==> src/hw/rtl/xtbd_pkg.sv <==
package xtbd_pkg;

  typedef logic [31:0] word_t;

  // The four key words, indexed by the two sum bits that pick one of them.
  typedef word_t [3:0] key_set_t;

  // One block as it travels down the round pipeline.
  typedef struct packed {
    logic  valid;
    word_t v0;
    word_t v1;
  } blk_t;

  localparam word_t XTEA_DELTA = 32'h9E37_79B9;

  localparam int unsigned KEY_IDX_W = 2;

  localparam logic [KEY_IDX_W-1:0] KEY_IDX_0 = 2'd0;
  localparam logic [KEY_IDX_W-1:0] KEY_IDX_1 = 2'd1;
  localparam logic [KEY_IDX_W-1:0] KEY_IDX_2 = 2'd2;
  localparam logic [KEY_IDX_W-1:0] KEY_IDX_3 = 2'd3;

  localparam word_t KEY_RST_0 = 32'h4776_3879;
  localparam word_t KEY_RST_1 = 32'h3376_7545;
  localparam word_t KEY_RST_2 = 32'h6670_6F58;
  localparam word_t KEY_RST_3 = 32'h6544_3372;

  function automatic word_t mix_word(input word_t w);
    return ((w << 4) ^ (w >> 5)) + w;
  endfunction

endpackage

==> src/hw/rtl/xtbd_out_skid.sv <==
module xtbd_out_skid (
  input  logic           clk,
  input  logic           rst_n,
  input  xtbd_pkg::blk_t blk_in,
  output logic           pipe_en,
  output logic           out_valid,
  input  logic           out_stall,
  output xtbd_pkg::word_t out_v0,
  output xtbd_pkg::word_t out_v1
);
  import xtbd_pkg::*;

  logic  out_valid_r, out_valid_nxt;
  word_t out_v0_r, out_v0_nxt;
  word_t out_v1_r, out_v1_nxt;
  logic  skid_valid_r, skid_valid_nxt;
  word_t skid_v0_r, skid_v0_nxt;
  word_t skid_v1_r, skid_v1_nxt;
  logic  take;
  logic  drain;

  assign pipe_en = !skid_valid_r;
  assign take    = blk_in.valid && !skid_valid_r;
  assign drain   = !out_valid_r || !out_stall;

  always_comb begin
    out_valid_nxt  = out_valid_r;
    out_v0_nxt     = out_v0_r;
    out_v1_nxt     = out_v1_r;
    skid_valid_nxt = skid_valid_r;
    skid_v0_nxt    = skid_v0_r;
    skid_v1_nxt    = skid_v1_r;
    if (drain) begin
      out_valid_nxt  = skid_valid_r || take;
      out_v0_nxt     = skid_valid_r ? skid_v0_r : blk_in.v0;
      out_v1_nxt     = skid_valid_r ? skid_v1_r : blk_in.v1;
      skid_valid_nxt = 1'b0;
    end else if (take) begin
      skid_valid_nxt = 1'b1;
      skid_v0_nxt    = blk_in.v0;
      skid_v1_nxt    = blk_in.v1;
    end
  end

  always_ff @(posedge clk) begin
    if (!rst_n) begin
      out_valid_r  <= 1'b0;
      skid_valid_r <= 1'b0;
    end else begin
      out_valid_r  <= out_valid_nxt;
      skid_valid_r <= skid_valid_nxt;
    end
  end

  always_ff @(posedge clk) begin
    out_v0_r  <= out_v0_nxt;
    out_v1_r  <= out_v1_nxt;
    skid_v0_r <= skid_v0_nxt;
    skid_v1_r <= skid_v1_nxt;
  end

  assign out_valid = out_valid_r;
  assign out_v0    = out_v0_r;
  assign out_v1    = out_v1_r;

endmodule

==> config.mk <==
export PLATFORM = sky130hd
export DESIGN_NAME = xtbd_out_skid
export DESIGN_NICKNAME = d
export VERILOG_FILES = /design/src/hw/rtl/xtbd_pkg.sv /design/src/hw/rtl/xtbd_out_skid.sv
export SDC_FILE = /design/constraint.sdc
export NUM_CORES = 1
export LEC_CHECK = 0
export BUFFER_PORTS_ARGS = -buffer_cell sky130_fd_sc_hd__buf_2
export CAP_MARGIN = 20
export CORE_MARGIN = 2
export CORE_UTILIZATION = 35
export CTS_BUF_LIST = sky130_fd_sc_hd__clkbuf_16
export CTS_CLUSTER_DIAMETER = 120
export DETAILED_ROUTE_END_ITERATION = 12
export PLACE_DENSITY = 0.54
export SYNTH_ARGS = -nofsm -noshare
export SYNTH_HDL_FRONTEND = slang
export SYNTH_SLANG_ARGS = --single-unit
==> constraint.sdc <==
create_clock -name clk -period 9.92 [get_ports clk]
set_input_delay 0.992 -clock clk [delete_from_list [all_inputs] [get_ports clk]]
set_output_delay 0.992 -clock clk [all_outputs]
set_load 0.01 [all_outputs]
==> summary.txt, run 1 <==
Worst setup path
  – Delay contributed by the slowest stage of the critical path: 920 ps
  – Flop2flop setup slack: slightly below 8000 ps
  – Kind of start point of the critical path: register
  – Startpoint of the worst register-to-register path: out_valid$_SDFFE_PN0P_
  – Series of cell instances along the critical path: inv_1, buf_2
  – Critical Path RT: 8930 ps
  – WS Path Type: register to output pin
  – Buffering stage count on the worst path with inverters included: 2
  – Top cell family by delay on the critical path: flip-flops
  – Capture point of the worst reg-to-reg path: skid_v1_r[26]$_DFFE_PP_
  – Data arrival time at the worst-slack endpoint: 1610 ps
  – FF-to-FF path depth: 3
  – Kind of capture point of the worst setup path: output pin
  – Slowest cell on the critical path: sky130_fd_sc_hd__dfxtp_4
  – Highest fanout seen on the critical path: 67

Global routing
  – Remaining global-route overflow: 0
  – Largest net degree at the start of global routing: 68
  – Wire length of the first global-routing pass: around 13000 um
  – Via count of the first global-routing pass: around 2400
  – Initial antenna violation count: 1
  – Global-route total usage across every layer: approximately an eighth

Layout
  – Count of antenna diodes in the layout: 0
  – Number of nets in the layout: ~420
  – Fraction of layout cells with a size suffix above 1: between 60% and 70%
  – Post-synthesis to final-layout area growth: 29.2%

Clocking
  – Inserted Clock Buffers: 17
  – Clk_lat worst skew: slightly above 400 ps
  – Post CTS Setup Buffer Count: 0
  – PostCTS Resize Cnt: 0
  – Maximum count of clock buffers along a single path: 2
  – CTS Sinks: between 100 and 150
  – Clock slew at the register clock pins of the worst setup and hold paths: approximately 50 ps
  – Number of buffers inserted by hold repair at cts: 0
  – CTS tree: done
  – Number of levels the H-tree was split into: 4
  – Root buf cell: sky130_fd_sc_hd__clkbuf_16

Timing
  – Clock skew: between 5 and 6 ps
  – Portion of the clock cycle consumed by the worst path in the final layout: between 20% and 30%
  – Number of max-slew violations in the final report: 0
  – Hold Violations, Final: 0
  – Worst slew slack as a fraction of its limit: roughly two fifths
  – Fmax achieved: ~380 MHz
  – Unrepaired setup endpoints after global routing: no
  – Actual transition at the worst max-transition pin: slightly above 900 ps
  – Final critical-path setup slack: between 7000 and 8000 ps
  – Post-layout minimum cycle time: between 2000 and 3000 ps
  – Total of endpoints with negative setup slack in the final report: 0
  – Total Neg Setup Slack: 0 ps

Synth
  – Synthesized-area fraction occupied by xor and xnor cells: 0%
  – Per-instance average area after synthesis: ~23 um^2
  – Most frequent cell after synthesis: sky130_fd_sc_hd__edfxtp_1
  – Combinational family with the most area after synthesis: multiplexers
  – Post-Syn Instances: between 200 and 250
  – Most common library cells after synthesis: sky130_fd_sc_hd__edfxtp_1, sky130_fd_sc_hd__mux2_2, sky130_fd_sc_hd__buf_2, sky130_fd_sc_hd__buf_6, sky130_fd_sc_hd__dfxtp_1
  – Most used flip-flop cell after synthesis: sky130_fd_sc_hd__edfxtp_1
  – Synthesized area: between 4000 and 5000 um^2
  – Warnings, synthesis: 0
  – Post-synth top area share: approximately four fifths
  – Post-Synth Simple-Gate Area: 0.586%
  – Dominant cells by area after synthesis: sky130_fd_sc_hd__edfxtp_1, sky130_fd_sc_hd__mux2_2, sky130_fd_sc_hd__dfxtp_1, sky130_fd_sc_hd__buf_6, sky130_fd_sc_hd__buf_2
  – Sequential-to-total area share from yosys stat: 82.6%
  – Number of enable-type register cells in the synthesized netlist: 128
  – Count of unique library cells instantiated by Yosys: 12
  – Share of the synthesized area in compound gates (AO/OA/AOI/OAI): less than 1%
  – Seq cells post-synth: between 100 and 150
  – Post-synthesis mux area share: between 10% and 20%
  – Syn_nets: between 200 and 300
  – Dominant cell type by area after synthesis: sky130_fd_sc_hd__edfxtp_1
  – Ys async rst share: 0%
  – Post-synthesis share of cell area spent on full adders, half adders and majority gates: 0%

Floorplan
  – Initial core utilization: a little over a third
  – Die ar.: 14400 um^2
  – Die width: between 100 and 150 um
  – Core box area: roughly 13000 um^2
  – Boundary pin count: about 130
  – Die Ht: 120 um
  – # rows: 42

Drt
  – Mean number of vias per cell: ~4.4
  – Initial DRT Pass Iterations: 4
  – Wire length per cell after detailed routing: approximately 15 um
  – Count of antenna-violating nets left after detailed routing: 0
  – Number of remaining DRC errors: 0
  – Number of DRC markers in iteration 0: between 90 and 100
  – DR vias: approximately 2400
  – Post-detailed-routing wire length: approximately 8000 um

Placed design
  – Number of input and output port buffers inserted: 133
  – HPWL after DPL: 5120 um
  – Weighted congestion at the end of routability-driven global placement: 0.686
  – Post-placement worst setup slack: just under 7000 ps

Power and ir drop
  – NetSw: ~250 uW
  – Share of power burned in the clock network: a little over two fifths
  – Gate power share: 5.9%
  – Worst IR Drop VDD: about 0.00012 V
  – Internal portion of total power: approximately 1 mW
  – Cell leakage power: between 2 and 2.5 nW
  – Proportion of power drawn by flip-flops and latches: 51.3%
  – Total power: roughly 1.3 mW
  – Sw Ratio: roughly a fifth
  – Power per standard cell area: roughly 210 nW/um^2

Worst hold path
  – Endpoint of the worst hold path: out_v0[8]$_DFFE_PP_
  – Number of stages on the worst hold path: 1
  – Start point of the worst min-delay path: skid_v0_r[8]$_DFFE_PP_
  – Path category of the worst min-delay check: register to register

Outcome
  – Run status: finished clean

Job
  – Number of max-capacitance violations reported: 0
## layout make-up
type | count | area, um^2
multi-input cells | 69 | 768
clock inverters | 15 | 87.6
well taps | 176 | 220
clock buffers | 17 | 425
inverters | 1 | 3.75
flip-flops and latches | 130 | 3890
fillers | 1190 | 7120
repair buffers | 135 | 681
## power by group through the flow
stage | registers [mW] | logic [mW] | clock network, mW
3_5_place_dp | 0.655 | 0.0756 | 0
6_report | 0.644 | 0.0738 | 0.538
4_1_cts | 0.645 | 0.0759 | 0.555
3_3_place_gp | 0.656 | 0.0744 | 0
2_1_floorplan | 0.666 | 0.0238 | 0
5_1_grt | 0.647 | 0.0811 | 0.578
## routing by layer
layer	track usage, %	vias up	wire length (um)
li1	-	1127	-
met1	14.5	1140	3670
met2	17.9	86	3730
met3	5.32	16	626
met4	6.99	0	184
met5	0	-	0
## worst max path at each step
stage,from,to,slack [ps],depth (start not counted)
2_1_floorplan,out_stall,skid_v0_r[0]$_DFFE_PP_,2060,2
3_3_place_gp,out_stall,skid_v1_r[29]$_DFFE_PP_,6980,4
3_5_place_dp,out_stall,skid_v1_r[8]$_DFFE_PP_,6950,4
4_1_cts,skid_valid_r$_SDFFE_PP0P_,pipe_en,7250,2
5_1_grt,skid_valid_r$_SDFFE_PP0P_,pipe_en,7200,2
6_report,skid_valid_r$_SDFFE_PP0P_,pipe_en,7320,2
## cells in the final DEF (no fill, tap or decap), drive strengths merged
cell / n
clkbuf: 17
dfxtp: 2
bufinv: 1
clkinv: 8
a21boi: 1
buf: 135
nand2: 1
inv: 7
nor2: 1
edfxtp: 128
nor3b: 2
mux2: 64
## registers in the layout, indices dropped and copies added (netlist names)
register,flops
out_v0,32
out_v1,32
out_valid,1
skid_v0_r,32
skid_v1_r,32
skid_valid_r,1
## per-stage QoR
stage                     hold slack [ps]  instances  cell area [um^2]  util (%)
after floorplan                       523        207              4700         -
after global placement                528        511              5560      42.2
after detailed placement              531        511              5560      42.2
after CTS                             546        543              6070      46.0
after global routing                  553        543              6070      46.0
final                                 544        543              6070      46.0
## kinds of logic after synthesis
family | Yosys count
flops | 130
mux | 64
buf+inv | 8
simple gates | 4
compound gates | 1
Note: power is estimated with default switching activity, not from simulation.
==> run 2: changes to the inputs <==
ABC_AREA = 1   (was default)
clock period = 2.7 ns   (was 9.92 ns; I/O delays follow)
==> run 2 against run 1 <==
Global-route usage is 1.4 points higher. Core utilization hardly changed. Design area hardly changed. Largest cell class unchanged. Clock power grew to 3.5 times the previous value. Critical path depth is 1 higher. Worst hold slack worse by 490 ps. Via count is 22% higher. Setup slack worse by 6400 ps. Die area is 0.46% higher. First-iteration DRC count is 120% higher. Cell count is 24% higher.
==> summary.txt, run 2 <==
Synth
  – Per-instance average area after synthesis: 13.7 um^2 (-40%)
  – Post-Syn Instances: 345 (+67%)
  – Number of enable-type register cells in the synthesized netlist: 128 (unchanged)
  – Ys async rst share: 0% (unchanged)
  – Seq cells post-synth: 130 (unchanged)
  – Synthesized area: 4720 um^2 (+0.48%)
  – Dominant cell type by area after synthesis: sky130_fd_sc_hd__edfxtp_1
  – Dominant cells by area after synthesis: sky130_fd_sc_hd__edfxtp_1, sky130_fd_sc_hd__nand2_1, sky130_fd_sc_hd__buf_2, sky130_fd_sc_hd__dfxtp_1, sky130_fd_sc_hd__buf_4
  – Most common library cells after synthesis: sky130_fd_sc_hd__nand2_1, sky130_fd_sc_hd__edfxtp_1, sky130_fd_sc_hd__buf_2, sky130_fd_sc_hd__buf_4, sky130_fd_sc_hd__nor2_1
  – Count of unique library cells instantiated by Yosys: 10 (-2)
  – Most frequent cell after synthesis: sky130_fd_sc_hd__nand2_1
  – Sequential-to-total area share from yosys stat: 82.2% (-0.39 points)
  – Warnings, synthesis: 0 (unchanged)
  – Most used flip-flop cell after synthesis: sky130_fd_sc_hd__edfxtp_1
  – Syn_nets: 413 (+50%)
  – Post-synth top area share: 81.4% (-0.39 points)

Worst setup path
  – Kind of capture point of the worst setup path: output pin
  – Data arrival time at the worst-slack endpoint: 1560 ps (-50 ps)
  – Critical Path RT: 2430 ps (-6500 ps)
  – Highest fanout seen on the critical path: 65 (-3.0%)
  – Startpoint of the worst register-to-register path: out_valid$_SDFFE_PN0P_
  – Capture point of the worst reg-to-reg path: skid_v0_r[29]$_DFFE_PP_
  – Flop2flop setup slack: 1030 ps (-6700 ps)
  – FF-to-FF path depth: 3 (unchanged)
  – WS Path Type: register to output pin
  – Kind of start point of the critical path: register
  – First element of the critical path: skid_valid_r$_SDFFE_PP0P_

Layout
  – Count of antenna diodes in the layout: 0 (unchanged)
  – FILL cells: 1228 (+3.2%)
  – Fraction of layout cells with a size suffix above 1: 32.4% (-29 points)
  – Number of nets in the layout: 555 (+32%)
  – Final standard cell utilization of the core: 46.0% (about the same)
  – Most common cell after layout, fill and taps aside: sky130_fd_sc_hd__nand2_1
  – Most frequent cells in the layout: sky130_fd_sc_hd__nand2_1, sky130_fd_sc_hd__buf_2, sky130_fd_sc_hd__edfxtp_1, sky130_fd_sc_hd__clkbuf_16, sky130_fd_sc_hd__clkinv_1
  – Count of placed standard cells in the final layout, fillers left out: 676 (+24%)
  – Post-synthesis to final-layout area growth: 28.6%
  – Post-route standard cell area excluding fillers: 6070 um^2 (about the same)

Power and ir drop
  – Worst IR Drop VDD: 0.000311 V (+160%)
  – Sw Ratio: 21.1% (+1.0 points)
  – Gate power share: 6.7% (+0.8 points)
  – Power per standard cell area: 750 nW/um^2 (+260%)
  – Cell leakage power: 2.63 nW (+13%)
  – Total power: 4.55 mW (+260%)
  – Share of power burned in the clock network: 41.1% (-1.7 points)
  – Proportion of power drawn by flip-flops and latches: 52.3% (+1.0 points)
  – NetSw: 960 uW (+280%)
  – Internal portion of total power: 3.59 mW (+260%)

Drt
  – Mean number of vias per cell: 4.26 (-2.3%)
  – Post-detailed-routing wire length: 9090 um (+11%)
  – Initial DRT Pass Iterations: 4 (unchanged)
  – Wire length per cell after detailed routing: 13.5 um (-11%)
  – Number of DRC markers in iteration 0: 213 (+120%)
  – DR vias: 2881 (+22%)
  – Number of remaining DRC errors: 0 (unchanged)
  – Count of antenna-violating nets left after detailed routing: 0 (unchanged)

Timing
  – Fmax achieved: 548 MHz
  – Total Neg Setup Slack: 0 ps (unchanged)
  – Hold Violations, Final: 0 (unchanged)
  – Number of max-slew violations in the final report: 0 (unchanged)
  – Actual transition at the worst max-transition pin: 687 ps (-242 ps)
  – Worst-case hold slack: 50.5 ps (-493 ps)
  – Final critical-path setup slack: 874 ps (-6450 ps)
  – Portion of the clock cycle consumed by the worst path in the final layout: between 60% and 70%
  – Post-layout minimum cycle time: approximately 1800 ps
  – Worst slew slack as a fraction of its limit: 54.2% (+16 points)
  – Total of endpoints with negative setup slack in the final report: 0 (unchanged)
  – Unrepaired setup endpoints after global routing: no
  – Clock skew: 8.01 ps (+2.32 ps)

Global routing
  – Initial antenna violation count: 0 (-1)
  – Via count of the first global-routing pass: 2717 (+12%)
  – Largest net degree at the start of global routing: 67 (-1.5%)
  – Remaining global-route overflow: 0 (unchanged)
  – Wire length of the first global-routing pass: 14200 um (+12%)
  – Global-route total usage across every layer: 13.4% (+1.4 points)

Placed design
  – Number of input and output port buffers inserted: 133 (unchanged)
  – Post-placement worst setup slack: 1020 ps (-5930 ps)
  – Weighted congestion at the end of routability-driven global placement: 0.734 (+7.0%)
  – Placed Instances: 644 (+26%)
  – Area post-placement: 5590 um^2 (+0.45%)
  – HPWL after DPL: 5770 um (+13%)

Clocking
  – Maximum count of clock buffers along a single path: 2 (unchanged)
  – Root buf cell: sky130_fd_sc_hd__clkbuf_16
  – Clk_lat worst skew: 410 ps (about the same)
  – Number of buffers inserted by hold repair at cts: 0 (unchanged)
  – Clock slew at the register clock pins of the worst setup and hold paths: 50 ps (about the same)
  – Post CTS Setup Buffer Count: 0 (unchanged)
  – CTS tree: done
  – PostCTS Resize Cnt: 0 (unchanged)
  – Inserted Clock Buffers: 17 (unchanged)
  – CTS Sinks: 130 (unchanged)
  – Number of levels the H-tree was split into: 4 (unchanged)

Outcome
  – Run status: finished clean

Worst hold path
  – Endpoint of the worst hold path: skid_v0_r[31]$_DFFE_PP_
  – Number of stages on the worst hold path: 1 (unchanged)
  – Start point of the worst min-delay path: blk_in[63]
  – Path category of the worst min-delay check: primary input to register

Floorplan
  – Die width: 120 um (+0.23%)
  – # rows: 42 (unchanged)
  – Die Ht: 120 um (+0.23%)
  – Boundary pin count: 134 (unchanged)
  – Initial core utilization: 35.8% (+0.17 points)
  – Core box area: 13200 um^2 (unchanged)
  – Die ar.: 14400 um^2 (+0.46%)

Job
  – Number of max-capacitance violations reported: 0 (unchanged)
==> run 2: cells by family after synthesis <==
group / count (synthesis) / share of synthesized area [%]
flip-flops: 130 / 82.2
AO/OA/AOI/OAI: 1 / 0.106
AND/OR/NAND/NOR: 199 / 15.8
buffers and inverters: 15 / 1.80
==> run 2: worst max-delay path, cell delays in order, from the launching register on <==
cell and delay (ps):
sky130_fd_sc_hd__dfxtp_2 320, sky130_fd_sc_hd__inv_2 50, sky130_fd_sc_hd__buf_4 530, sky130_fd_sc_hd__buf_2 250
==> run 2: layer usage <==
metal	vias to the layer above	share of wire [%]	track usage, %	wire length, um
met4	0	2.0	6.84	180
met1	1294	49	18.7	4470
met5	-	0	0	0
met3	19	6.5	4.85	594
met2	113	42	18.4	3850
li1	1455	-	-	-
==> run 2: how the worst max path moves through the flow <==
stage | endpoint | slack, ps
CTS | pipe_en | 810
global route | pipe_en | 730
finish | pipe_en | 870
global placement | skid_v0_r[16]$_DFFE_PP_ | 1040
detailed placement | skid_v0_r[17]$_DFFE_PP_ | 1020
floorplan | skid_v0_r[0]$_DFFE_PP_ | 380
==> run 2: layout make-up <==
class                           instances  area (um^2)  area share [%]
Multi-Input combinational cell        200          768            12.7
Clock buffer                           17          425            7.01
Timing Repair Buffer                  137          708            11.7
Tap cell                              176          220            3.63
Inverter                                1         3.75          0.0618
Sequential cell                       130         3880            64.0
Clock inverter                         15         61.3            1.01
==> run 2: power groups by stage <==
stage               registers [mW]  clock network, mW  logic (mW)
floorplan                     2.47                  0      0.0887
global placement              2.42                  0       0.306
detailed placement            2.42                  0       0.311
CTS                           2.38               1.92       0.311
global route                  2.39               2.01       0.340
finish                        2.38               1.87       0.304
