==> config.mk <==
export PLATFORM = sky130hd
export DESIGN_NAME = xtbd_half_round
export DESIGN_NICKNAME = d
export VERILOG_FILES = /design/src/hw/rtl/xtbd_pkg.sv /design/src/hw/rtl/xtbd_half_round.sv
export SDC_FILE = /design/constraint.sdc
export NUM_CORES = 1
export LEC_CHECK = 0
export BUFFER_PORTS_ARGS = -buffer_cell sky130_fd_sc_hd__buf_2
export CORE_MARGIN = 4
export CORE_UTILIZATION = 45
export DETAILED_ROUTE_END_ITERATION = 8
export PLACE_DENSITY = 0.81
export SKIP_CTS_REPAIR_TIMING = 1
export SLEW_MARGIN = 10
export SYNTH_ARGS = -nofsm -noshare
export SYNTH_HDL_FRONTEND = slang
export SYNTH_SLANG_ARGS = --single-unit
==> constraint.sdc <==
create_clock -name clk -period 8 [get_ports clk]
set_clock_uncertainty 0.2 [all_clocks]
set_input_delay 0.4 -clock clk [delete_from_list [all_inputs] [get_ports clk]]
set_output_delay 0.4 -clock clk [all_outputs]
set_load 0.01 [all_outputs]
==> src/hw/rtl/xtbd_pkg.sv <==
package xtbd_pkg;

  typedef logic [31:0] word_t;

  // The four key words, indexed by the two sum bits that pick one of them.
  typedef word_t [3:0] key_set_t;

  // One block as it travels down the round pipeline.
  typedef struct packed {
    logic  valid;
    word_t v0;
    word_t v1;
  } blk_t;

  localparam word_t XTEA_DELTA = 32'h9E37_79B9;

  localparam int unsigned KEY_IDX_W = 2;

  localparam logic [KEY_IDX_W-1:0] KEY_IDX_0 = 2'd0;
  localparam logic [KEY_IDX_W-1:0] KEY_IDX_1 = 2'd1;
  localparam logic [KEY_IDX_W-1:0] KEY_IDX_2 = 2'd2;
  localparam logic [KEY_IDX_W-1:0] KEY_IDX_3 = 2'd3;

  localparam word_t KEY_RST_0 = 32'h4776_3879;
  localparam word_t KEY_RST_1 = 32'h3376_7545;
  localparam word_t KEY_RST_2 = 32'h6670_6F58;
  localparam word_t KEY_RST_3 = 32'h6544_3372;

  function automatic word_t mix_word(input word_t w);
    return ((w << 4) ^ (w >> 5)) + w;
  endfunction

endpackage

==> src/hw/rtl/xtbd_half_round.sv <==
module xtbd_half_round #(
  parameter logic [31:0] SUM    = 32'h0,
  parameter bit          SECOND = 1'b0
) (
  input  logic              clk,
  input  logic              rst_n,
  input  logic              en,
  input  xtbd_pkg::key_set_t key,
  input  xtbd_pkg::blk_t    blk_in,
  output xtbd_pkg::blk_t    blk_out
);
  import xtbd_pkg::*;

  // The first half-round picks its key word with sum bits 12..11, the second with bits 1..0.
  localparam logic [KEY_IDX_W-1:0] KEY_SEL = SECOND ? SUM[1:0] : SUM[12:11];

  logic  valid_r, valid_nxt;
  word_t v0_r, v0_nxt;
  word_t v1_r, v1_nxt;
  word_t src;
  word_t tweak;

  always_comb begin
    src   = SECOND ? blk_in.v1 : blk_in.v0;
    tweak = mix_word(src) ^ (SUM + key[KEY_SEL]);
    valid_nxt = blk_in.valid;
    v0_nxt    = SECOND ? blk_in.v0 - tweak : blk_in.v0;
    v1_nxt    = SECOND ? blk_in.v1 : blk_in.v1 - tweak;
  end

  always_ff @(posedge clk) begin
    if (!rst_n) begin
      valid_r <= 1'b0;
    end else if (en) begin
      valid_r <= valid_nxt;
    end
  end

  always_ff @(posedge clk) begin
    if (en) begin
      v0_r <= v0_nxt;
      v1_r <= v1_nxt;
    end
  end

  assign blk_out = '{valid: valid_r, v0: v0_r, v1: v1_r};

endmodule

==> results.md, run 1 <==
- The number of detailed-route iterations in the first pass is 6.
- For this run the aggregate overflow at the end of global routing stands at 0.
- The final-report max-slew violation count is 0.
- Clock latency on the worst-skew pair, taken at its later pin, is 0.34 ns.
- In this run the clock root is driven by a clkbuf_16.
- The die is about 120 µm tall.
- The total area inside the core boundary comes to 12200 µm².
- The number of maximum-capacitance violations is 0.
- The number of port buffers is ~160.
- The post-place instance area is ~6700 µm².
- After synthesis, the cell types taking the most area are edfxtp_1, ha_1, xnor2_1.
- The critical path launch point is blk_in[43].
- Yosys mapped the design onto between 60 and 70 distinct sky130hd cell types.
- Of the total synthesized cell area, the portion taken by XOR and XNOR cells is 0.172.
- Dividing total power by cell area gives a power density of ~270 nW/µm².
- The netlist area before placement is roughly 5700 µm².
- The normalized max-slew margin is 0.459.
- Of the total synthesized cell area, the portion taken by full adders, half adders and majority gates is 0.153.
- The count of nets left with antenna violations once routing finished came out at 0.
- The global routing met1 resource utilization is 0.244.
- The overall die area is between 10000 and 15000 µm².
- Setup repair after global routing left no endpoint under its margin.
- The tightest min-delay check is of the primary input to register type.
- The worst-case IR drop observed on VDD is about 0.12 mV.
- The worst setup path is captured at a register.
- The most numerous cell in the Yosys netlist is ha_1.
- The commonest cells after synthesis are ha_1, xnor2_1, edfxtp_1.
- The layer with the highest usage is met2.
- The final number of hold-violating endpoints is 0.
- The final cell count without fillers is 901.
- Static timing analysis puts the maximum clock frequency at between 0.15 and 0.2 GHz.
- Data on the critical path arrives at its endpoint at roughly 5 ns.
- For this block, the routed nets add up to 14600 µm of wire.
- CTS built an H-tree with a depth of 3.
- In this run the most critical hold path is launched from rst_n.
- The routed layout has roughly 4800 vias.
- The met3 usage in global routing is 0.0443.
- The simple-gate area share of the yosys netlist is 0.0973.
- Compared with the post-synthesis result, the final layout area differs by 22.6%.
- The I/O pin total is ~260.
- Once placement completed, the tool counted placed cells totaling about 900.
- STA classifies the critical path startpoint as a primary input.
- Counting along the longest clock path gives a buffer depth of 2.
- The post-synthesis compound-gate area fraction is 0.208.
- The number of synthesis warnings is 0.
- The first-iteration detailed-routing DRC count is 310.
- The number of global-route vias before repair is 4800.
- The TritonCTS clock tree is yes.
- The remaining routing DRC violations is 0.
- The smallest hold slack is around 0.07 ns.
- The final instance area is between 6000 and 7000 µm².
- The final net count is ~990.
- The flow ran to the end, and the final reports show no timing, DRC or antenna violations.
- The count of clock tree sinks is 65.
- For this run, the leading register cell type out of synthesis is edfxtp_1.
- In this run, synthesis inferred 64 flip-flops with an integrated enable.
- Setup violations remaining at the end of the flow were counted as 0.
- The global placer's final weighted congestion is 0.918.
- The sequential cell area fraction in the yosys report is 0.343.
- The startpoint identified for the worst register-to-register timing path is valid_r.
- The largest net degree at the start of global routing is 66.
- When the netlist entered floorplanning its net count stood at 822.
- The wire length of the first global-routing pass is between 20000 and 25000 µm.
- The maximum fanout along the worst path is 7.
- The reported leakage power is about 3.1 nW.
- In this run, CTS created clock tree buffers numbering 9.
- The floorplan has 40 rows.
- In the final layout, the share of cells above drive strength 1 is 0.260.
- The ratio of routed vias to standard cells is approximately 5.4.
- The post-CTS clock slew at the launch and capture registers of the worst setup and hold paths is approximately 0.05 ns.
- The number of antenna violations at the first check in global routing is 3.
- The time the final worst path needs with I/O delays and setup is about 5 ns.
- Synthesis inferred 65 register bits.
- Of the post-synthesis cell area, the dominant cell type holds 0.340.
- The synthesized area divided by synthesized cell count is roughly 10 µm².
- The met2 global-route usage is 0.333.
- At the worst endpoint, the required time is between 7 and 8 ns.
- The post-DP HPWL is between 10000 and 15000 µm.
- The starting density of the core is 0.465.
- At the pin with the least slew margin, the transition time is ~0.81 ns.
- Dividing the detail-routed wire length by the instance count gives around 16 µm.
- In the finished design, the share of the clock period the worst path needs comes to 0.644.
- Of the post-synthesis cell area, the part taken by muxes is 0.00354.
- The worst setup path is of the primary input to register kind.
- The horizontal extent of the die is approximately 120 µm.
- At the end of the flow the core is filled with cells to 0.570.
- Counting flops with an async set or reset pin after synthesis yields a share of 0.
- The final setup TNS is 0 ns.
- The overall routing resource usage is 0.203.
- The instance count of the mapped netlist is 558.
- Summed over all instances, the cell type with the most area after synthesis is edfxtp_1.
- The dominant combinational cell family by area after synthesis is compound AO/OA/AOI/OAI gates.
-- critical path, cell delays in order --
cell	delay, ns
buf_2	0.14
xor2_1	0.25
ha_1	0.31
a21oi_1	0.23
o211ai_1	0.15
a221oi_2	0.36
a31oi_1	0.24
a221o_1	0.38
a21o_1	0.19
a21oi_1	0.17
xnor2_1	0.18
ha_1	0.36
nand4_1	0.21
nor3_1	0.10
a22o_1	0.23
o41ai_2	0.43
a21boi_2	0.15
o31ai_4	0.24
mux2i_1	0.23
nand3_1	0.08
-- per-stage QoR --
step                total power [mW]  worst slack (ns)
global placement                1.47              2.66
detailed placement              1.49              2.55
global route                    1.98              2.56
floorplan                       1.23              3.36
CTS                             1.86              2.90
finish                          1.85              2.85
-- final timing paths --
path / depth (start not counted) / slack, ns / to
setup / recovery: 20 / 2.85 / v1_r[28]
hold / removal: 2 / 0.07 / valid_r
setup reg to reg: 2 / 7.21 / valid_r
hold reg to reg: 2 / 0.32 / valid_r
-- cells by family (layout without fill, tap and decap cells) --
kind of cell,after synthesis,after routing
buf+inv,34,206
simple gates,110,110
other cells,0,3
xor+xnor,111,111
compound gates,168,168
fa+ha+maj,68,68
mux,2,2
flops,65,65
-- area by class of cell --
| type | instances | area (µm²) |
|---|---|---|
| Sequential cell | 65 | 1940 |
| Inverter | 25 | 93.8 |
| Fill cell | 1085 | 5230 |
| Timing Repair Buffer | 165 | 828 |
| Multi-Input combinational cell | 459 | 3580 |
| Tap cell | 168 | 210 |
| Clock buffer | 16 | 272 |
| Antenna cell | 3 | 7.51 |
-- placed cells by master (no fill, tap or decap), types with 3 or more instances in the layout --
cell type	count
buf_2	164
ha_1	66
xnor2_1	65
edfxtp_1	64
xor2_1	46
a21oi_1	43
nand2_1	30
inv_1	25
a21o_1	24
nor2_1	21
o21ai_0	19
o21bai_1	11
a31oi_1	11
nor3_1	10
nand3_1	9
clkbuf_16	9
and3_1	8
nand4_1	8
nor2b_1	7
o21ai_1	7
nand2b_1	5
clkbuf_1	5
o211ai_1	4
diode_2	3
a21boi_1	3
a211oi_1	3
o31a_1	3
o21a_1	3
and4_1	3
a22o_1	3
-- power by group --
| part | internal, mW | switching (mW) |
|---|---|---|
| Sequential | 0.509 | 0.0172 |
| Combinational | 0.426 | 0.541 |
| Clock | 0.227 | 0.132 |
| Total | 1.16 | 0.689 |
-- state kept, by name, summed over array words and instances (netlist names) --
register / cells
valid_r: 1
v0_r: 32
v1_r: 32
-- routing by layer --
layer  share of wire  wire length [µm]
met4           0.038               552
met5               0                 0
met2            0.47              6910
met3           0.061               896
met1            0.43              6220
Note: power is estimated with default switching activity, not from simulation.
==> run 2, diff against run 1 <==
--- a/config.mk
+++ b/config.mk
@@ -5,11 +5,12 @@
 export SDC_FILE = /design/constraint.sdc
 export NUM_CORES = 1
 export LEC_CHECK = 0
+export ABC_AREA = 1
 export BUFFER_PORTS_ARGS = -buffer_cell sky130_fd_sc_hd__buf_2
 export CORE_MARGIN = 4
 export CORE_UTILIZATION = 45
 export DETAILED_ROUTE_END_ITERATION = 8
-export PLACE_DENSITY = 0.81
+export PLACE_DENSITY = 0.82
 export SKIP_CTS_REPAIR_TIMING = 1
 export SLEW_MARGIN = 10
 export SYNTH_ARGS = -nofsm -noshare
==> constraint.sdc (replaced) <==
create_clock -name clk -period 4.25 [get_ports clk]
set_clock_uncertainty 0.2 [all_clocks]
set_input_delay 0.2125 -clock clk [delete_from_list [all_inputs] [get_ports clk]]
set_output_delay 0.2125 -clock clk [all_outputs]
set_load 0.01 [all_outputs]
==> results.md, run 2 <==
- The area growth from synthesis to layout is 25.5%.
- The largest net degree at the start of global routing is 37 (-44%).
- The reported leakage power is 4.15 nW (+33%).
- The number of maximum-capacitance violations came to 0 (unchanged).
- The total clock buffers created by CTS is 9 (unchanged).
- The filler cell count came to 1289 (+19%).
- The routed wire length per instance is 14.9 µm (-7.7%).
- The setup slack on the worst flop-to-flop path came to 2.86 ns (-4.35 ns).
- The clock network fraction of design power was 0.192 (-0.002).
- The count of clock tree sinks is 65 (unchanged).
- The normalized max-slew margin is 0.520 (+0.0610).
- The slew at the pin with the worst max-slew slack is 0.719 ns (-0.0915 ns).
- The run finished with clean final reports.
- The time the final worst path needs with I/O delays and setup is slightly above 4 ns.
- The final net count came to 1354 (+37%).
- The vertical die dimension is 128 µm (+6.9%).
- The post-place setup slack is 0.480 ns (-2.07 ns).
- The critical path starts at blk_in[32].
- The number of core rows is 43 (+7.5%).
- The post-DP HPWL is 15800 µm (+33%).
- The netlist area before placement is 6530 µm² (+15%).
- The post-CTS clock slew at the launch and capture registers of the worst setup and hold paths is 0.06 ns (about the same).
- The I/O pin total is 261 (unchanged).
- The remaining routing DRC violations came to 0 (unchanged).
- The required arrival time at the worst endpoint came to 4.15 ns (-3.72 ns).
- The post-detailed-route count of antenna-violating nets is 0 (unchanged).
- The power density relative to cell area was 445 nW/µm² (+67%).
- Leaving out fill and tap cells, the most frequent cell in the layout is nand2_1.
- The largest registers in the layout are v0_r x32, v1_r x32, valid_r x1.
- The cell taking the most area after synthesis is edfxtp_1.
- The share of power burned in registers was 0.263 (-0.021).
- The clock network latency to the later pin of the worst-skew pair is 0.35 ns (about the same).
- The class of the tightest hold or removal check is primary input to register.
- The share of total power in combinational logic is 0.545 (+0.023).
- The number of port buffers is 164 (unchanged).
- The number of endpoints failing setup at the final stage is 0 (unchanged).
- The area share of the leading cell type in the synthesized netlist was 0.294 (-0.0454).
- The worst hold path begins at blk_in[1].
- The post-synth net total is 1145 (+39%).
- The cell-internal power is 2.07 mW (+78%).
- The overall die area is 16500 µm² (+14%).
- The final-report max-slew violation count is 0 (unchanged).
- The number of global-route vias before repair is 6158 (+28%).
- The number of synthesis warnings is 0 (unchanged).
- The wire length of the first global-routing pass was 29900 µm (+31%).
- By area the synthesized netlist is led by edfxtp_1, nand2_1, ha_1.
- STA classifies the critical path endpoint as a register.
- The share of synthesized registers carrying an async set or reset came to 0 (unchanged).
- Of the available clock period, the critical path in the final layout requires 0.958.
- The instance count of the mapped netlist is 881 (+58%).
- The routed metal-1 wirelength was 8030 µm (+29%).
- The maximum fanout along the worst path was 4 (-3).
- The total placed cells including tap cells is 1225 (+39%).
- The ratio of routed vias to standard cells is 5.10 (-5.1%).
- Among all flip-flop cells after synthesis, the most frequent one is edfxtp_1.
- The starting density of the core is 0.465 (about the same).
- The worst path arrival time came to 3.97 ns (-1.05 ns).
- The library cells used most frequently in the layout, excluding fill and tap cells, are nand2_1, buf_2, inv_1, nor2_1, xor2_1.
- The global placer's final weighted congestion is 0.954 (+3.9%).
- The switching fraction of total power is 0.433 (+0.0609).
- The number of unique standard cell types used by synthesis came to 37 (-42%).
- By count the netlist is led by nand2_1, inv_1, nor2_1.
- The first-iteration detailed-routing DRC count is 441 (+42%).
- The sequential cell area fraction in the yosys report is 0.297 (-0.0459).
- The worst path setup slack after routing is 0.178 ns (-2.67 ns).
- The worst setup path is of the primary input to register kind.
- The cell sitting at the root of the clock tree is a clkbuf_16.
- The worst-case vdd ir drop is 0.219 mV (+80%).
- The final number of hold-violating endpoints is 0 (unchanged).
- The met2 routed wirelength came to 9190 µm (+33%).
- The number of register bits inferred by synthesis is 65 (unchanged).
- The number of antenna violations at the first check in global routing was 0 (-3).
- The most numerous cell in the Yosys netlist is nand2_1.
- The sum of met3 wire segment lengths after detailed routing came to 1530 µm (+70%).
- The overall routing resource usage was 0.231 (+0.0273).
- The final cell count without fillers is 1275 (+42%).
- The routed wire length came to 19000 µm (+31%).
- The global route total overflow is 0 (unchanged).
- The synthesized area divided by synthesized cell count is 7.41 µm² (-27%).
- The origin of the critical flop-to-flop path is valid_r.
- The level count of the clock H-tree is 3 (unchanged).
- TritonCTS built the clock tree.
- The kind of start point of the critical path is a primary input.
- The number of synthesized flops with an enable pin is 64 (unchanged).
- The ratio of cells with drive above 1 in the final layout was 0.205 (-0.0557).
- The reported net switching power is 1.58 mW (+130%).
- The clock tree buffer depth came to 2 (unchanged).
- Derived from the worst setup path, the maximum achievable clock frequency is 0.246 GHz.
- The diode insertion count for antenna repair is 0 (-3).
- After detailed routing, no signal wire sits above met4.
- The number of detailed-route iterations in the first pass is 5 (-1).
- The via count is 6498 (+34%).
- The area of the core region is 14000 µm² (+15%).
- The horizontal extent of the die is 128 µm (+6.9%).
==> run 2: cell types whose count changed after synthesis, sizes merged, moves of 17 or more <==
cell | previous run | this run
nand2 | 30 | 266
inv | 25 | 110
nor2 | 21 | 88
xnor2 | 65 | 23
nand3 | 9 | 48
xor2 | 46 | 67
a21oi | 44 | 61
==> run 2: critical path: stages <==
cell and delay, ns:
dlygate4sd3_1 0.55, buf_2 0.14, ha_1 0.18, inv_1 0.07, fa_1 0.43, o21ai_2 0.29
nand2_1 0.12, nand2_2 0.12, nand2_1 0.08, nand2_2 0.11, xor2_1 0.30, ha_1 0.34
a21oi_1 0.17, nor2_1 0.06, nor2_1 0.24, o21ai_0 0.18, a21oi_1 0.21, nand2_1 0.07
nand2_1 0.06, nand2_1 0.05
==> run 2: power by group through the flow <==
stage | Clock (mW) | Sequential (mW) | Combinational (mW)
6_report | 0.701 | 0.959 | 1.99
2_1_floorplan | 0 | 1.07 | 1.27
4_1_cts | 0.720 | 0.963 | 1.95
3_5_place_dp | 0 | 0.976 | 1.94
5_1_grt | 0.746 | 0.973 | 2.24
3_3_place_gp | 0 | 0.971 | 1.91
==> run 2: stage by stage <==
stage	total power, mW	util	TNS, ns	hold WS (ns)	area, µm²
2_1_floorplan	2.34	-	0	0.106	6530
6_report	3.65	0.584	0	0.0278	8200
4_1_cts	3.63	0.559	0	-0.132	7860
3_5_place_dp	2.92	0.540	0	0.239	7580
5_1_grt	3.95	0.584	-0.0668	0.0419	8200
3_3_place_gp	2.88	0.540	0	0.238	7580
==> run 2: cell type report <==
| type | count | area (µm²) | share of cell area |
|---|---|---|---|
| Clock inverter | 7 | 53.8 | 0.00656 |
| Timing Repair Buffer | 199 | 1170 | 0.143 |
| Clock buffer | 9 | 225 | 0.0275 |
| Multi-Input combinational cell | 705 | 4170 | 0.509 |
| Inverter | 110 | 413 | 0.0504 |
| Tap cell | 180 | 225 | 0.0275 |
| Sequential cell | 65 | 1940 | 0.237 |
==> run 2: worst paths after layout <==
path | end | cells after the start
max | v1_r[29] | 20
min | v1_r[1] | 2
max reg2reg | valid_r | 3
min reg2reg | valid_r | 3
==> run 2: cells by family (layout without fill, tap and decap cells) <==
| family | Yosys count | in the layout | synth area share |
|---|---|---|---|
| xor gates and xnor gates | 90 | 90 | 0.121 |
| adders and majority gates | 68 | 68 | 0.133 |
| and+or+nand+nor | 434 | 434 | 0.286 |
| buffers and inverters | 111 | 325 | 0.0644 |
| AOI/OAI and AO/OA | 113 | 113 | 0.0992 |
| DFF | 65 | 65 | 0.297 |
==> run 2: routing by layer <==
metal,vias up,track usage
met3,25,0.0498
li1,3325,-
met2,252,0.394
met4,0,0.0587
met5,-,0
met1,2896,0.297
==> run 3, diff against run 2 <==
--- a/config.mk
+++ b/config.mk
@@ -9,8 +9,9 @@
 export BUFFER_PORTS_ARGS = -buffer_cell sky130_fd_sc_hd__buf_2
 export CORE_MARGIN = 4
 export CORE_UTILIZATION = 45
+export CTS_CLUSTER_DIAMETER = 30
 export DETAILED_ROUTE_END_ITERATION = 8
-export PLACE_DENSITY = 0.82
+export PLACE_DENSITY = 0.79
 export SKIP_CTS_REPAIR_TIMING = 1
 export SLEW_MARGIN = 10
 export SYNTH_ARGS = -nofsm -noshare
==> results.md, run 3 (synthesized netlist as in run 2, its figures left out) <==
- The flow ran to the end, and the final reports show no timing, DRC or antenna violations.
- The tightest min-delay check is of the primary input to register type.
- The smallest hold slack is 0.0479 ns (+0.0202 ns).
- The clock network latency to the later pin of the worst-skew pair is 0.35 ns (about the same).
- The final net count is 1354 (unchanged).
- The slew at the pin with the worst max-slew slack is 0.682 ns (-0.0374 ns).
- The wire length of the first global-routing pass is 30000 µm (+0.53%).
- The met2 routed wirelength is 9230 µm (+0.46%).
- The highest routed metal layer is met4.
- The final setup TNS is 0 ns (unchanged).
- The number of global-route vias before repair was 6146 (-0.19%).
- The ratio of routed vias to standard cells is 5.08 (-0.23%).
- The remaining routing DRC violations is 0 (unchanged).
- The maximum clock frequency is 0.247 GHz (+0.49%).
- The power density relative to cell area is 452 nW/µm² (+1.4%).
- The final instance area is 8220 µm² (+0.34%).
- The global placer's final weighted congestion came to 0.946 (-0.93%).
- The final-report max-slew violation count is 0 (unchanged).
- The worst-case vdd ir drop was 0.276 mV (+26%).
- The largest registers in the layout are v0_r x32, v1_r x32, valid_r x1.
- The post-place instance area is 7580 µm² (unchanged).
- The total power consumption of the routed design is 3.71 mW (+1.7%).
- The ratio of cells with drive above 1 in the final layout is 0.205 (unchanged).
- The starting density of the core is 0.465 (unchanged).
- The worst path arrival time is 3.96 ns (about the same).
- The total clock buffers created by CTS is 9 (unchanged).
- The area growth from synthesis to layout is 25.9%.
- The maximum fanout along the worst path is 4 (unchanged).
- The TritonCTS clock tree is yes.
- The number of endpoints failing setup at the final stage came to 0 (unchanged).
- The overall routing resource usage is 0.231 (+0.000938).
- The via count was 6488 (-0.15%).
- The number of detailed-route iterations in the first pass came to 6 (+1).
- The top cell types in the final layout, fill and taps aside, are nand2_1, buf_2, inv_1, nor2_1, xor2_1.
- The vertical die dimension is 128 µm (unchanged).
- The type of destination of the critical path is a register.
- The routed metal-1 wirelength was 8140 µm (+1.3%).
- The area of the core region came to 14000 µm² (unchanged).
- The final number of hold-violating endpoints was 0 (unchanged).
- In this run the clock root is driven by a clkbuf_16.
- The reported leakage power is 4.17 nW (+0.37%).
- The post-DP HPWL came to 15700 µm (-1.1%).
- The level count of the clock H-tree came to 3 (unchanged).
- STA classifies the critical path startpoint as a primary input.
- The number of antenna violations at the first check in global routing was 1 (+1).
- The I/O pin total is 261 (unchanged).
- The post-CTS clock slew at the launch and capture registers of the worst setup and hold paths came to 0.06 ns (about the same).
- The time the final worst path needs with I/O delays and setup is 4.05 ns (-0.0198 ns).
- The normalized max-slew margin is 0.545 (+0.0250).
- The global route total overflow is 0 (unchanged).
- The sum of met3 wire segment lengths after detailed routing was 1410 µm (-8.0%).
- The count of clock tree sinks was 65 (unchanged).
- The most common cell after layout, fill and taps aside is nand2_1.
- The first-iteration detailed-routing DRC count was 533 (+21%).
- The largest net degree at the start of global routing is 38 (+2.7%).
- The post-detailed-route count of antenna-violating nets is 0 (unchanged).
- The routed wire length per instance is 15.1 µm (+0.89%).
- The post-place setup slack is 0.506 ns (+0.0262 ns).
- The clock tree buffer depth is 2 (unchanged).
- The number of core rows is 43 (unchanged).
- The routed wire length is 19200 µm (+0.97%).
- The worst path setup slack after routing was 0.198 ns (+0.0198 ns).
- The required arrival time at the worst endpoint is 4.16 ns (about the same).
- The number of port buffers is 164 (unchanged).
- The overall die area is 16500 µm² (unchanged).
- The horizontal extent of the die is 128 µm (unchanged).
- The fraction of the cycle the final worst path needs came to 0.953 (-0.00467).
- The number of maximum-capacitance violations is 0 (unchanged).
- The worst setup path is of the primary input to register kind.
==> run 3: power by group <==
part | internal, mW | total, mW | switching (mW)
Sequential | 0.930 | 0.961 | 0.0314
Combinational | 0.741 | 1.99 | 1.25
Clock | 0.459 | 0.765 | 0.306
==> run 3: layer usage <==
layer,GRT usage,vias to the layer above
li1,-,3327
met1,0.300,2896
met2,0.390,230
met3,0.0469,35
met4,0.0687,0
met5,0,-
==> run 3: area by class of cell <==
cell class / count / area, µm²
Antenna cell: 1 / 2.50
Clock buffer: 9 / 225
Clock inverter: 7 / 78.8
Fill cell: 1320 / 5820
Inverter: 110 / 413
Multi-Input combinational cell: 705 / 4170
Sequential cell: 65 / 1940
Tap cell: 180 / 225
Timing Repair Buffer: 199 / 1170
==> run 3: final timing paths <==
kind,slack [ns],depth (start not counted),end,start
setup / recovery,0.20,20,v1_r[31],blk_in[32]
hold / removal,0.05,2,v1_r[1],blk_in[1]
setup reg to reg,2.87,3,valid_r,valid_r
hold reg to reg,0.88,3,valid_r,valid_r
==> run 3: through the flow <==
stage,utilization,std cells
after floorplan,-,881
after global placement,0.540,1225
after detailed placement,0.540,1225
after CTS,0.561,1241
after global routing,0.586,1276
final,0.586,1276
==> run 3: worst max-delay path: stages <==
cell	delay [ns]
dlygate4sd3_1	0.56
buf_2	0.16
ha_1	0.17
inv_1	0.06
fa_1	0.42
o21ai_2	0.27
nand2_1	0.11
nand2_2	0.12
nand2_1	0.08
nand2_2	0.12
xor2_1	0.28
ha_1	0.34
a21oi_1	0.18
o21ai_0	0.17
a21oi_1	0.19
nand2_1	0.17
nand2_1	0.10
nand2_1	0.11
nand3_1	0.10
nand2_1	0.05
